[src/rtl/core/char_lcd_nibble_sequencer_unit_defines.svh]
// ---------------------------------------------------------------------------
// Assertion macros for the character LCD nibble sequencer.
// Each macro samples on clk and is disabled while rst is high.
// ---------------------------------------------------------------------------
`ifndef CHAR_LCD_NIBBLE_SEQUENCER_UNIT_DEFINES_SVH
`define CHAR_LCD_NIBBLE_SEQUENCER_UNIT_DEFINES_SVH

// The consequent must hold in the same cycle as the antecedent.
`define CLNS_ASSERT_IMP(lbl, ante, cons, msg) \
  lbl: assert property (@(posedge clk) disable iff (rst) (ante) |-> (cons)) \
    else $error(msg);

// The consequent must hold in the cycle after the antecedent.
`define CLNS_ASSERT_NXT(lbl, ante, cons, msg) \
  lbl: assert property (@(posedge clk) disable iff (rst) (ante) |=> (cons)) \
    else $error(msg);

`endif

[src/rtl/core/clns_pkg.sv]
// ---------------------------------------------------------------------------
// clns_pkg
// Types, constants and the microcode program of the LCD nibble sequencer.
// ---------------------------------------------------------------------------
package clns_pkg;

  // Request codes.
  localparam logic [2:0] OP_WRITE  = 3'd0;
  localparam logic [2:0] OP_CURSOR = 3'd1;
  localparam logic [2:0] OP_CLEAR  = 3'd2;
  localparam logic [2:0] OP_INIT   = 3'd3;
  localparam logic [2:0] OP_SHOW   = 3'd4;

  // Configuration register indexes.
  localparam logic CFG_DATA_WAIT   = 1'b0;
  localparam logic CFG_CURSOR_WAIT = 1'b1;

  localparam logic [15:0] DATA_WAIT_RESET   = 16'd55;
  localparam logic [15:0] CURSOR_WAIT_RESET = 16'd50;
  localparam logic [15:0] CLEAR_WAIT        = 16'd1640;
  localparam logic [13:0] POWER_UP_WAIT     = 14'd15000;
  localparam logic [19:0] TIME_MAX          = 20'd599999;

  localparam logic [7:0] CMD_SET_DDRAM = 8'h80;
  localparam logic [7:0] ROW1_OFFSET   = 8'h40;
  localparam logic [7:0] CMD_CLEAR     = 8'h01;
  localparam logic [3:0] ASCII_DIGIT_HI = 4'h3;
  localparam logic [7:0] ASCII_COLON   = 8'h3A;

  // Program counter and entry points.
  localparam int PC_W = 6;
  localparam logic [PC_W-1:0] ENTRY_WRITE  = 6'd0;
  localparam logic [PC_W-1:0] ENTRY_CURSOR = 6'd2;
  localparam logic [PC_W-1:0] ENTRY_CLEAR  = 6'd4;
  localparam logic [PC_W-1:0] ENTRY_INIT   = 6'd6;
  localparam logic [PC_W-1:0] ENTRY_SHOW   = 6'd20;

  // Time conversion: five digits by restoring subtraction, the sixth is
  // the final remainder.
  localparam int DIV_DIGITS = 5;
  localparam logic [2:0] LAST_DIV_DIGIT = 3'd4;

  // Character selects for show time.
  localparam logic [2:0] CHAR_REM   = 3'd5;
  localparam logic [2:0] CHAR_COLON = 3'd6;

  typedef enum logic {ACT_EMIT, ACT_DIV} act_t;
  typedef enum logic {SEQ_NEXT, SEQ_LOOP} seq_t;
  typedef enum logic [1:0] {NIB_CONST, NIB_HI, NIB_LO} nib_sel_t;
  typedef enum logic [1:0] {BYTE_INPUT, BYTE_CURSOR, BYTE_CONST, BYTE_CHAR} byte_sel_t;
  typedef enum logic [1:0] {RS_CMD, RS_DATA, RS_INPUT} rs_sel_t;
  typedef enum logic [1:0] {WAIT_INPUT, WAIT_CURSOR, WAIT_DATA, WAIT_CONST} wait_sel_t;

  typedef struct packed {
    act_t        act;
    seq_t        seq;
    nib_sel_t    nib_sel;
    byte_sel_t   byte_sel;
    rs_sel_t     rs_sel;
    wait_sel_t   wait_sel;
    logic [7:0]  konst;
    logic [15:0] wait_k;
    logic        power_up;
    logic [2:0]  char_sel;
    logic        last;
  } ucode_t;

  function automatic ucode_t uw(act_t act, seq_t seq, nib_sel_t n, byte_sel_t b,
                                rs_sel_t r, wait_sel_t w, logic [7:0] k,
                                logic [15:0] wk, logic pu, logic [2:0] ch,
                                logic lst);
    ucode_t u;
    u.act      = act;
    u.seq      = seq;
    u.nib_sel  = n;
    u.byte_sel = b;
    u.rs_sel   = r;
    u.wait_sel = w;
    u.konst    = k;
    u.wait_k   = wk;
    u.power_up = pu;
    u.char_sel = ch;
    u.last     = lst;
    return u;
  endfunction

  // One fixed nibble of the power-up sequence.
  function automatic ucode_t init_w(logic [3:0] nib, logic [15:0] wk, logic pu,
                                    logic lst);
    return uw(ACT_EMIT, SEQ_NEXT, NIB_CONST, BYTE_CONST, RS_CMD, WAIT_CONST,
              {4'h0, nib}, wk, pu, 3'd0, lst);
  endfunction

  // One nibble of a show-time character.
  function automatic ucode_t char_w(nib_sel_t n, logic [2:0] ch, logic lst);
    return uw(ACT_EMIT, SEQ_NEXT, n, BYTE_CHAR, RS_DATA, WAIT_DATA, 8'h00,
              16'd0, 1'b0, ch, lst);
  endfunction

  function automatic ucode_t ucode_rom(logic [PC_W-1:0] addr);
    ucode_t u;
    u = uw(ACT_EMIT, SEQ_NEXT, NIB_CONST, BYTE_CONST, RS_CMD, WAIT_CONST,
           8'h00, 16'd0, 1'b0, 3'd0, 1'b1);
    unique case (addr)
      // Write byte.
      6'd0:  u = uw(ACT_EMIT, SEQ_NEXT, NIB_HI, BYTE_INPUT, RS_INPUT, WAIT_INPUT,
                    8'h00, 16'd0, 1'b0, 3'd0, 1'b0);
      6'd1:  u = uw(ACT_EMIT, SEQ_NEXT, NIB_LO, BYTE_INPUT, RS_INPUT, WAIT_INPUT,
                    8'h00, 16'd0, 1'b0, 3'd0, 1'b1);
      // Move cursor.
      6'd2:  u = uw(ACT_EMIT, SEQ_NEXT, NIB_HI, BYTE_CURSOR, RS_CMD, WAIT_CURSOR,
                    8'h00, 16'd0, 1'b0, 3'd0, 1'b0);
      6'd3:  u = uw(ACT_EMIT, SEQ_NEXT, NIB_LO, BYTE_CURSOR, RS_CMD, WAIT_CURSOR,
                    8'h00, 16'd0, 1'b0, 3'd0, 1'b1);
      // Clear.
      6'd4:  u = uw(ACT_EMIT, SEQ_NEXT, NIB_HI, BYTE_CONST, RS_CMD, WAIT_CONST,
                    CMD_CLEAR, CLEAR_WAIT, 1'b0, 3'd0, 1'b0);
      6'd5:  u = uw(ACT_EMIT, SEQ_NEXT, NIB_LO, BYTE_CONST, RS_CMD, WAIT_CONST,
                    CMD_CLEAR, CLEAR_WAIT, 1'b0, 3'd0, 1'b1);
      // Init.
      6'd6:  u = init_w(4'h3, 16'd4510, 1'b1, 1'b0);
      6'd7:  u = init_w(4'h3, 16'd110,  1'b0, 1'b0);
      6'd8:  u = init_w(4'h3, 16'd40,   1'b0, 1'b0);
      6'd9:  u = init_w(4'h2, 16'd40,   1'b0, 1'b0);
      6'd10: u = init_w(4'h2, 16'd10,   1'b0, 1'b0);
      6'd11: u = init_w(4'h8, 16'd50,   1'b0, 1'b0);
      6'd12: u = init_w(4'h0, 16'd10,   1'b0, 1'b0);
      6'd13: u = init_w(4'h8, 16'd50,   1'b0, 1'b0);
      6'd14: u = init_w(4'h0, 16'd10,   1'b0, 1'b0);
      6'd15: u = init_w(4'h1, 16'd1804, 1'b0, 1'b0);
      6'd16: u = init_w(4'h0, 16'd10,   1'b0, 1'b0);
      6'd17: u = init_w(4'h6, 16'd50,   1'b0, 1'b0);
      6'd18: u = init_w(4'h0, 16'd50,   1'b0, 1'b0);
      6'd19: u = init_w(4'hF, 16'd50,   1'b0, 1'b1);
      // Show time: convert, then cursor to row 1, then mm:ss:nn.
      6'd20: u = uw(ACT_DIV, SEQ_LOOP, NIB_CONST, BYTE_CONST, RS_CMD, WAIT_CONST,
                    8'h00, 16'd0, 1'b0, 3'd0, 1'b0);
      6'd21: u = uw(ACT_EMIT, SEQ_NEXT, NIB_HI, BYTE_CONST, RS_CMD, WAIT_CURSOR,
                    CMD_SET_DDRAM | ROW1_OFFSET, 16'd0, 1'b0, 3'd0, 1'b0);
      6'd22: u = uw(ACT_EMIT, SEQ_NEXT, NIB_LO, BYTE_CONST, RS_CMD, WAIT_CURSOR,
                    CMD_SET_DDRAM | ROW1_OFFSET, 16'd0, 1'b0, 3'd0, 1'b0);
      6'd23: u = char_w(NIB_HI, 3'd0, 1'b0);
      6'd24: u = char_w(NIB_LO, 3'd0, 1'b0);
      6'd25: u = char_w(NIB_HI, 3'd1, 1'b0);
      6'd26: u = char_w(NIB_LO, 3'd1, 1'b0);
      6'd27: u = char_w(NIB_HI, CHAR_COLON, 1'b0);
      6'd28: u = char_w(NIB_LO, CHAR_COLON, 1'b0);
      6'd29: u = char_w(NIB_HI, 3'd2, 1'b0);
      6'd30: u = char_w(NIB_LO, 3'd2, 1'b0);
      6'd31: u = char_w(NIB_HI, 3'd3, 1'b0);
      6'd32: u = char_w(NIB_LO, 3'd3, 1'b0);
      6'd33: u = char_w(NIB_HI, CHAR_COLON, 1'b0);
      6'd34: u = char_w(NIB_LO, CHAR_COLON, 1'b0);
      6'd35: u = char_w(NIB_HI, 3'd4, 1'b0);
      6'd36: u = char_w(NIB_LO, 3'd4, 1'b0);
      6'd37: u = char_w(NIB_HI, CHAR_REM, 1'b0);
      6'd38: u = char_w(NIB_LO, CHAR_REM, 1'b1);
      default: u = uw(ACT_EMIT, SEQ_NEXT, NIB_CONST, BYTE_CONST, RS_CMD, WAIT_CONST,
                      8'h00, 16'd0, 1'b0, 3'd0, 1'b1);
    endcase
    return u;
  endfunction

  // Trial subtrahend: digit weight times 8, 4, 2 or 1.
  function automatic logic [19:0] div_trial(logic [2:0] widx, logic [1:0] bitpos);
    logic [19:0] w;
    unique case (widx)
      3'd0:    w = 20'd60000;
      3'd1:    w = 20'd6000;
      3'd2:    w = 20'd1000;
      3'd3:    w = 20'd100;
      3'd4:    w = 20'd10;
      default: w = 20'd0;
    endcase
    return w << bitpos;
  endfunction

endpackage

[src/rtl/core/char_lcd_nibble_sequencer_unit.sv]
// ---------------------------------------------------------------------------
// char_lcd_nibble_sequencer_unit
// Turns one display request into the nibble transfers of a 4-bit
// character LCD bus, driven by a small microcode program.
// ---------------------------------------------------------------------------
//
// Channel   Direction  Handshake             Payload
// request   in         in_valid / in_stall   op, data_byte, is_data, wait_units,
//                                            column, row, centiseconds
// transfer  out        out_valid / out_stall nibble, register_select,
//                                            wait_before, wait_after, last
// config    in         cfg_write_enable      cfg_index, cfg_data
//
// One request item is taken per cycle when the unit is idle; the next is
// taken in the cycle after the last transfer of the current one is loaded.
// Write byte, move cursor and clear send two transfers each, init sends 14,
// and show time runs the decimal conversion (four trial subtractions per
// digit in one shared subtractor) and then sends 18 transfers. Each
// transfer stays in the output register until it is taken, for as long as
// out_stall holds it. Synchronous reset returns the unit to idle, clears
// the output valid and loads the register defaults 55 and 50.
//
module char_lcd_nibble_sequencer_unit (
  input  logic        clk,
  input  logic        rst,
  // request channel
  input  logic        in_valid,
  output logic        in_stall,
  input  logic [2:0]  op,
  input  logic [7:0]  data_byte,
  input  logic        is_data,
  input  logic [15:0] wait_units,
  input  logic [3:0]  column,
  input  logic        row,
  input  logic [19:0] centiseconds,
  // transfer channel
  output logic        out_valid,
  input  logic        out_stall,
  output logic [3:0]  nibble,
  output logic        register_select,
  output logic [13:0] wait_before,
  output logic [15:0] wait_after,
  output logic        last,
  // configuration port
  input  logic        cfg_write_enable,
  input  logic        cfg_index,
  input  logic [15:0] cfg_data
);

`include "char_lcd_nibble_sequencer_unit_defines.svh"

  // Configuration registers.
  logic [15:0] data_wait;
  logic [15:0] cursor_wait;

  // Sequencer state.
  logic                        busy;
  logic [clns_pkg::PC_W-1:0]   pc;
  clns_pkg::ucode_t            ctl;

  // Operands captured when a request is taken.
  logic [7:0]  req_byte;
  logic        req_rs;
  logic [15:0] req_wait;
  logic [7:0]  req_cursor;

  // Decimal conversion datapath. The remainder left after the last trial
  // is the final centisecond digit.
  logic [19:0] rem;
  logic [2:0]  widx;
  logic [1:0]  bitpos;
  logic [3:0]  dacc;
  logic [3:0]  digits [clns_pkg::DIV_DIGITS];

  logic [19:0] trial;
  logic        take;
  logic [19:0] rem_next;
  logic [3:0]  dacc_next;
  logic        div_step;
  logic        div_done;

  logic                      accept;
  logic                      op_known;
  logic [clns_pkg::PC_W-1:0] entry_pc;
  logic                      out_free;
  logic                      emit;
  logic                      advance;

  logic [7:0]  sel_byte;
  logic [7:0]  char_byte;
  logic [3:0]  nibble_next;
  logic        rs_next;
  logic [15:0] wait_next;

  assign in_stall = busy;
  assign accept   = in_valid && !busy;

  always_comb begin
    op_known = 1'b1;
    entry_pc = clns_pkg::ENTRY_WRITE;
    unique case (op)
      clns_pkg::OP_WRITE:  entry_pc = clns_pkg::ENTRY_WRITE;
      clns_pkg::OP_CURSOR: entry_pc = clns_pkg::ENTRY_CURSOR;
      clns_pkg::OP_CLEAR:  entry_pc = clns_pkg::ENTRY_CLEAR;
      clns_pkg::OP_INIT:   entry_pc = clns_pkg::ENTRY_INIT;
      clns_pkg::OP_SHOW:   entry_pc = clns_pkg::ENTRY_SHOW;
      default:             op_known = 1'b0;
    endcase
  end

  assign ctl      = clns_pkg::ucode_rom(pc);
  assign out_free = !out_valid || !out_stall;
  assign emit     = busy && (ctl.act == clns_pkg::ACT_EMIT) && out_free;
  assign div_step = busy && (ctl.act == clns_pkg::ACT_DIV);

  // One restoring-division trial per cycle.
  assign trial    = clns_pkg::div_trial(widx, bitpos);
  assign take     = (rem >= trial);
  assign rem_next = take ? (rem - trial) : rem;
  assign div_done = div_step && (bitpos == 2'd0) && (widx == clns_pkg::LAST_DIV_DIGIT);

  always_comb begin
    dacc_next = dacc;
    if (take) begin
      dacc_next[bitpos] = 1'b1;
    end
  end

  // A looping step holds the program counter until the conversion is done.
  assign advance = (ctl.seq == clns_pkg::SEQ_NEXT) || div_done;

  // Transfer datapath, steered by the current control word.
  always_comb begin
    if (ctl.char_sel == clns_pkg::CHAR_COLON) begin
      char_byte = clns_pkg::ASCII_COLON;
    end else if (ctl.char_sel == clns_pkg::CHAR_REM) begin
      char_byte = {clns_pkg::ASCII_DIGIT_HI, rem[3:0]};
    end else begin
      char_byte = {clns_pkg::ASCII_DIGIT_HI, digits[ctl.char_sel]};
    end
  end

  always_comb begin
    unique case (ctl.byte_sel)
      clns_pkg::BYTE_INPUT:  sel_byte = req_byte;
      clns_pkg::BYTE_CURSOR: sel_byte = req_cursor;
      clns_pkg::BYTE_CONST:  sel_byte = ctl.konst;
      clns_pkg::BYTE_CHAR:   sel_byte = char_byte;
      default:               sel_byte = ctl.konst;
    endcase
  end

  always_comb begin
    unique case (ctl.nib_sel)
      clns_pkg::NIB_HI:    nibble_next = sel_byte[7:4];
      clns_pkg::NIB_LO:    nibble_next = sel_byte[3:0];
      default:             nibble_next = ctl.konst[3:0];
    endcase
  end

  always_comb begin
    unique case (ctl.rs_sel)
      clns_pkg::RS_DATA:  rs_next = 1'b1;
      clns_pkg::RS_INPUT: rs_next = req_rs;
      default:            rs_next = 1'b0;
    endcase
  end

  always_comb begin
    unique case (ctl.wait_sel)
      clns_pkg::WAIT_INPUT:  wait_next = req_wait;
      clns_pkg::WAIT_CURSOR: wait_next = cursor_wait;
      clns_pkg::WAIT_DATA:   wait_next = data_wait;
      default:               wait_next = ctl.wait_k;
    endcase
  end

  always_ff @(posedge clk) begin
    if (rst) begin
      busy        <= 1'b0;
      pc          <= clns_pkg::ENTRY_WRITE;
      out_valid   <= 1'b0;
      data_wait   <= clns_pkg::DATA_WAIT_RESET;
      cursor_wait <= clns_pkg::CURSOR_WAIT_RESET;
    end else begin
      if (cfg_write_enable) begin
        if (cfg_index == clns_pkg::CFG_DATA_WAIT) begin
          data_wait <= cfg_data;
        end else begin
          cursor_wait <= cfg_data;
        end
      end

      // A taken transfer empties the output register unless the next one
      // is loaded in the same cycle.
      if (out_valid && !out_stall && !emit) begin
        out_valid <= 1'b0;
      end

      if (accept) begin
        req_byte   <= data_byte;
        req_rs     <= is_data;
        req_wait   <= wait_units;
        req_cursor <= clns_pkg::CMD_SET_DDRAM | {4'h0, column}
                      | (row ? clns_pkg::ROW1_OFFSET : 8'h00);
        rem        <= (centiseconds > clns_pkg::TIME_MAX) ? clns_pkg::TIME_MAX
                                                          : centiseconds;
        widx       <= 3'd0;
        bitpos     <= 2'd3;
        dacc       <= 4'd0;
        if (op_known) begin
          busy <= 1'b1;
          pc   <= entry_pc;
        end
      end

      if (div_step) begin
        rem <= rem_next;
        if (bitpos == 2'd0) begin
          digits[widx] <= dacc_next;
          dacc         <= 4'd0;
          bitpos       <= 2'd3;
          if (!div_done) begin
            widx <= widx + 3'd1;
          end
        end else begin
          dacc   <= dacc_next;
          bitpos <= bitpos - 2'd1;
        end
        if (advance) begin
          pc <= pc + clns_pkg::PC_W'(1);
        end
      end

      if (emit) begin
        out_valid       <= 1'b1;
        nibble          <= nibble_next;
        register_select <= rs_next;
        wait_before     <= ctl.power_up ? clns_pkg::POWER_UP_WAIT : 14'd0;
        wait_after      <= wait_next;
        last            <= ctl.last;
        if (ctl.last) begin
          busy <= 1'b0;
        end else begin
          pc <= pc + clns_pkg::PC_W'(1);
        end
      end
    end
  end

  // Every decimal digit produced by the conversion is at most nine.
  `CLNS_ASSERT_IMP(a_digit_range, div_step && (bitpos == 2'd0), dacc_next <= 4'd9, "conversion digit above nine")

  // Characters are only sent once the remainder is down to one digit.
  `CLNS_ASSERT_IMP(a_rem_final, busy && (ctl.act == clns_pkg::ACT_EMIT) && (ctl.byte_sel == clns_pkg::BYTE_CHAR), rem < 20'd10, "character sent before conversion finished")

  // The final transfer of a request returns the unit to idle.
  `CLNS_ASSERT_NXT(a_last_ends, emit && ctl.last, !busy, "unit still busy after final transfer")

  // A known request starts the program at its entry point.
  `CLNS_ASSERT_NXT(a_start, accept && op_known, busy && (pc == $past(entry_pc)), "request did not start at its entry")

  // A transfer is only loaded while a request is in progress.
  `CLNS_ASSERT_IMP(a_out_from_busy, $rose(out_valid), $past(busy), "transfer without a request")

endmodule

[config.mk]
export PLATFORM = sky130hd
export DESIGN_NAME = char_lcd_nibble_sequencer_unit
export DESIGN_NICKNAME = d
export VERILOG_FILES = /design/src/rtl/core/clns_pkg.sv /design/src/rtl/core/char_lcd_nibble_sequencer_unit.sv
export VERILOG_INCLUDE_DIRS = /design/src /design/src/rtl/core
export SDC_FILE = /design/constraint.sdc
export NUM_CORES = 1
export LEC_CHECK = 0
export ABC_AREA = 1
export CAP_MARGIN = 15
export CORE_MARGIN = 1
export CORE_UTILIZATION = 30
export CTS_CLUSTER_SIZE = 30
export DETAILED_ROUTE_END_ITERATION = 12
export DONT_BUFFER_PORTS = 1
export PLACE_DENSITY = 0.52
export SETUP_SLACK_MARGIN = 0.05
export SLEW_MARGIN = 30
export SYNTH_ARGS = -nofsm -noshare
export SYNTH_HDL_FRONTEND = slang
export SYNTH_SLANG_ARGS = --single-unit
[constraint.sdc]
create_clock -name clk -period 10.5 [get_ports clk]
set_clock_uncertainty 0.1 [all_clocks]
set_input_delay 0.525 -clock clk [delete_from_list [all_inputs] [get_ports clk]]
set_output_delay 0.525 -clock clk [all_outputs]
set_load 0.01 [all_outputs]
; ---- After elaboration in Yosys (flattened, before gate mapping)
; Memories as Yosys holds them, arrays and structs flattened. A register that Yosys moved wholly into a read port is not among the register bits.
; Index checks and enable logic that the tools add are counted.
[totals]
wordCells = 129
inputBits = 75
ramBits = 20
rom_bits = 2048
output_inout_bits = 38
register_bits = 138
mem_count = 2
[classes]
add_sub_neg = 4
n_reduce_logical = 29
n_lt_le_gt_ge = 4
n_bitwise = 6
eq_ne = 20
muxes = 45
shift = 1
[memory_table]
columns = memory, depth, width, rd, rd_clocked_by_memory_dff, write_ports, line
row1 = (name not given), 64, 32, 1, 1, 0, clns_pkg.sv:104  ; unique case (addr)
row2 = digits, 5, 4, 1, 0, 1, char_lcd_nibble_sequencer_unit.sv:73  ; logic [3:0] digits [clns_pkg::DIV_DIGITS];
[op_table]
columns = op, n
row1 = 2-to-1 mux 20 bit, 4
row2 = case mux 16 bit (5 select lines), 1
row3 = case mux 16 bit (3 select lines), 1
row4 = 2-to-1 mux 6 bit, 7
row5 = case mux 8 bit (4 select lines), 1
row6 = 2-to-1 mux 4 bit, 6
row7 = greater-or-equal comparator 20 bit, 1
row8 = > comparator 20 bit (second input constant), 1
row9 = case mux 5 bit (4 select lines), 1
row10 = left shift 20 x 2 -> 20 bit, 1
row11 = subtractor 20 bit, 1
row12 = 2-to-1 mux 14 bit, 1
row13 = == test 3 x 2 -> 1 bit (second input constant), 4
row14 = == test 3 bit (second input constant), 4
row15 = 2-to-1 mux 1 bit, 12
row16 = 2-to-1 mux 3 bit, 4
row17 = == test 2 bit (second input constant), 5
row18 = AND reduction 2 bit, 5
row19 = logical AND 1 bit, 9
row20 = == test 2 x 1 -> 1 bit (second input constant), 4
row21 = OR 8 x 7 -> 8 bit, 1
row22 = case mux 4 bit (2 select lines), 1
row23 = 2-to-1 mux 7 bit, 1
row24 = adder 6 x 1 -> 6 bit (second input constant), 1
row25 = 18 further kinds, 32

; ---- Longest topological paths before layout
[logic_depth]
depth_word = 10
mapped_depth = 23
depth_no_buf = 23

; ---- Worst setup path before layout
; No wires, ideal clock.
[synth_timing]
path_kind = reg-to-reg
from = register widx[0]
to = register rem[10] (enable)
slack_ns = 7.193
stages_incl_launch_ff = 18
required_ns = 10.024
path_buffers = 0
period_less_slack_ns = 3.307
setup_ns = 0.376
arrival_ns = 2.831
cell_sequence = edfxtp_1 inv_1 ha_1 nand2_1 inv_1 o21ai_0 inv_1 a21oi_1 nand2_1 nand2_1 ha_1 nand2_1 nor2_1 inv_1 nor3_1 nand3_1 nand4_1 o21a_1
[synth_between]
elab_chain_len = 6
elab_cells_between_ends = 10
classes_between = order compare: 1 / eq/ne: 5 / shift: 1 / mux: 1 / reduce/logical: 2
[synth_lines]
columns = item, line
row1 = from (decl), char_lcd_nibble_sequencer_unit.sv:70  ; logic [2:0] widx;
row2 = from (signal assigned), char_lcd_nibble_sequencer_unit.sv:224  ; widx <= widx + 3'd1;
row3 = == test 3 bit (tied with other cells), clns_pkg.sv:167  ; unique case (widx)
row4 = case mux 16 bit (5 select lines) *, clns_pkg.sv:167
row5 = left shift 20 x 2 -> 20 bit *, clns_pkg.sv:175  ; return w << bitpos;
row6 = greater-or-equal comparator 20 bit *, char_lcd_nibble_sequencer_unit.sv:118  ; assign take = (rem >= trial);
row7 = inequality test 2 bit (no source line) *, --
row8 = AND reduction 3 bit (no source line) *, --
row9 = to (signal assigned), char_lcd_nibble_sequencer_unit.sv:206  ; rem <= (centiseconds > clns_pkg::TIME_MAX) ? clns_pkg::TIME_MAX
row10 = to (signal assigned), char_lcd_nibble_sequencer_unit.sv:218  ; rem <= rem_next;
row11 = to (decl), char_lcd_nibble_sequencer_unit.sv:69  ; logic [19:0] rem;
; Every way passes the cells marked *; elsewhere a longest branch is shown, timed or not.
; A chain may end at the register's enable or synchronous reset.

; ---- Worst setup path after layout
[layout_timing]
from = register widx[0]
to = register rem[3] (enable)
; The elaborated chain is that of the path after synthesis.

==> qor.yml <==
job:
  drv_cap: 0
cts:
  numCtsBuffers: 17
  hold_buffers: 0
  path_clk_slew_ns: 0.07
  insertion_delay_ns: 0.44
  clk_path_buf_depth: 2
  numClockSinks: 169
  cts_setup_buffers: 0
  htree_levels: 4
  cts_tree: "done"
  clk_root_buffer_cell: "clkbuf_16"
  ctsResizeCount: 0
routing:
  vias_per_cell: 4.773
  via_count: 7240
  wl_um: 23160
  drtAntennaViolNets: 0
  drc_errors: 0
  first_iter_violations: 594
  dr.pass1.iters: 5
  routedWlPerCell_um: 15.26
worst_setup_path:
  r2r_slack_ns: 6.39
  endpoint_kind: "flip-flop"
  crit_slowest_cell: "o21a_1"
  worstSetupPathType: "reg2reg"
  regToRegEndpoint: "rem[3]"
  worstPathMaxFanout: 19
  worstPathArrival_ns: 4.07
  crit_chain: "inv_1 -> ha_1 -> nand2_1 -> inv_1 -> o21ai_0 -> inv_1 -> o21ai_0 -> ha_1 -> nand2_1 -> nor2_1 -> and2_1 -> nand3_1 -> nand4_1 -> o21a_1"
  rr_worst_depth: 14
  worst_path_most_repeated_cell: "inv_1"
  cp.required_ns: 10.46
  crit_buf_inv: 3
  critPathMaxStageDelay_ns: 0.76
  cp-start-kind: "flip-flop"
  r2r_start: "widx[0]"
  critical_path.top_delay_family: "compound AO/OA/AOI/OAI gates"
pwr:
  p_clk_share_pct: 36.0
  p_int_mw: 1.177
  p_comb_share_pct: 18.0
  vdd_drop_max_v: 0.0001209
  switching_share_pct: 30.98
  powerDensity_mw_per_mm2: 169.6
  p_sw_mw: 0.5283
  pwr-share-seq_pct: 46.0
  leakage_nw: 4.189
global_route:
  antenna_found_initial: 0
  track_usage_pct: 15.27
  grt_overflow: 0
  grt_use_met3_pct: 3.015
  grt_pass1_vias: 6856
  grt-busiest-layer: "met2"
  grtUsageMet1_pct: 22.32
  met2_usage_pct: 22.52
  grt_max_degree: 36
  grt_pass1_wl_um: 36560
sta:
  fmax_ghz: 0.2431
  finalMaxSlewViolations: 0
  fin_tns_setup_ns: 0
  rsz0062_at_grt: "false"
  worst_slew_pin_slew_ns: 0.9076
  fin_crit_ns: 4.114
  hold_violations: 0
  finalSetupViolations: 0
  slew_headroom_pct: 39.49
  finalCritPeriodShare_pct: 39.18
synthesis:
  synth_top_family_by_area: "simple AND/OR/NAND/NOR gates"
  synth_xor_area_share_pct: 0.4812
  syn-mean-instance-area_um2: 8.140
  synth_warnings: 0
  synthMuxAreaShare_pct: 0.2200
  async_flop_share_pct: 0
  synthAdderAreaFrac_pct: 5.362
  synth-seq-area-share_pct: 48.40
  yosys-top-cells-count: "nand2_1 (292), nor2_1 (151), edfxtp_1 (102)"
  synth_simple_gate_area_share_pct: 29.85
  postSynthCellCount: 1118
  ys.flop_type: "edfxtp_1"
  synth_top_cell_area_share_pct: 33.66
  synth_area_leaders: "edfxtp_1 (34%), dfxtp_1 (15%), nand2_1 (12%), nor2_1 (6.2%), ha_1 (5.4%)"
  yosysMostFrequentCell: "nand2_1"
  synth_compound_area_share_pct: 8.772
  synth_seq_cells: 169
  synth_area_mm2: 0.009100
  synth_top_area_cell: "edfxtp_1"
  yosysUniqueCellTypes: 47
  synth_edf_count: 102
layout:
  diodes: 0
  area_growth_pct: 10.48
  drive_gt1_share_pct: 7.453
  layout.cells.non_filler: 1517
  fin_nets: 1228
  fillers: 3102
placement:
  place_hpwl_um: 16990
  gp_congestion: 0.9357
  port_buffers: 0
  placedCellCount: 1485
worst_hold_path:
  holdPathEnd: "out_valid"
  whs_path_depth: 1
  hold_class: "in2reg"
  hp-start: "rst"
floorplanning:
  start_util_pct: 30.62
  rows: 63
  fp.dieH_um: 176.2
  ioPinCount: 113
  core_area_mm2: 0.02972
  die_w_um: 176.2
  design.die.area_mm2: 0.03103
outcome:
  status: "finished, final reports clean"
[how the worst max path moves through the flow]
stage / to / startpoint / cells after the start
6_report: rem[3] / widx[0] / 14
5_1_grt: rem[3] / widx[0] / 17
4_1_cts: rem[3] / widx[0] / 14
3_5_place_dp: rem[8] / widx[0] / 14
3_3_place_gp: rem[10] / widx[0] / 14
2_1_floorplan: rem[10] / widx[0] / 17
[sequential cells by signal, indices dropped and copies added, names as in the netlist, 4 cells and up]
signal	flops
wait_after	16
nibble	4
rem	20
dacc	4
req_cursor	5
req_wait	16
digits	20
pc	6
cursor_wait	16
data_wait	16
req_byte	8
ctl	27
[per-stage QoR]
stage | setup slack [ns] | instance area [µm²] | hold WS (ns) | utilization [%] | power (mW)
CTS | 6.318 | 10050 | 0.03906 | 33.83 | 1.724
global route | 6.004 | 10050 | 0.04581 | 33.83 | 1.794
global placement | 6.537 | 9459 | 0.3396 | 31.83 | 1.103
detailed placement | 6.332 | 9487 | 0.3440 | 31.92 | 1.104
floorplan | 7.193 | 9123 | 0.3082 | - | 1.024
finish | 6.386 | 10050 | 0.06415 | 33.83 | 1.705
[kinds of logic after synthesis]
family,count (synthesis)
flip-flops,169
other,1
multiplexers,2
XOR/XNOR,5
adder cells (fa/ha/maj),39
buffers and inverters,146
AO/OA/AOI/OAI,152
AND/OR/NAND/NOR,604
[layout by cell type (no fill, tap or decap), types with 5 or more instances in the layout]
cell       instances
inv_2              5
ha_1              39
nand2_2            9
o21ai_0           80
dfxtp_1           67
clkbuf_16         17
nor2_4            11
a21oi_1           53
edfxtp_1         102
nor2_1           149
nand2_4            5
conb_1             7
nand4_1           28
inv_1             99
clkinv_1           5
nand3_1           80
nor3_1            11
nand2_1          292
buf_4              5
nand3_2            5
[power by group through the flow]
| stage | Combinational, mW | Sequential (mW) | Clock (mW) |
|---|---|---|---|
| after floorplan | 0.235 | 0.789 | 0 |
| after global placement | 0.304 | 0.798 | 0 |
| after detailed placement | 0.306 | 0.798 | 0 |
| after CTS | 0.308 | 0.784 | 0.632 |
| after global routing | 0.349 | 0.789 | 0.656 |
| final | 0.307 | 0.783 | 0.614 |
[cell type report]
type / instances / area [µm²] / area share [%]
flip-flops and latches: 169 / 4404 / 43.81
multi-input cells: 809 / 4103 / 40.81
well taps: 390 / 488.0 / 4.854
clock buffers: 21 / 460.4 / 4.580
inverters: 111 / 426.7 / 4.244
clock inverters: 11 / 106.4 / 1.058
repair buffers: 6 / 65.06 / 0.6472
[layer usage]
metal	vias to the layer above	part of all wire, %	wire (µm)
met2	154	43	9940
met5	-	0	0
met3	14	4.2	968
met1	3373	52	12010
met4	0	1.0	236
li1	3699	-	-
[worst register-to-register path, cell delays in order (launching register included)]
cell	delay, ns
edfxtp_1	0.50
inv_1	0.15
ha_1	0.24
nand2_1	0.12
inv_1	0.10
o21ai_0	0.29
inv_1	0.10
o21ai_0	0.24
ha_1	0.26
nand2_1	0.13
nor2_1	0.23
and2_1	0.19
nand3_1	0.08
nand4_1	0.24
o21a_1	0.76
Power figures use the tool's default switching activity.
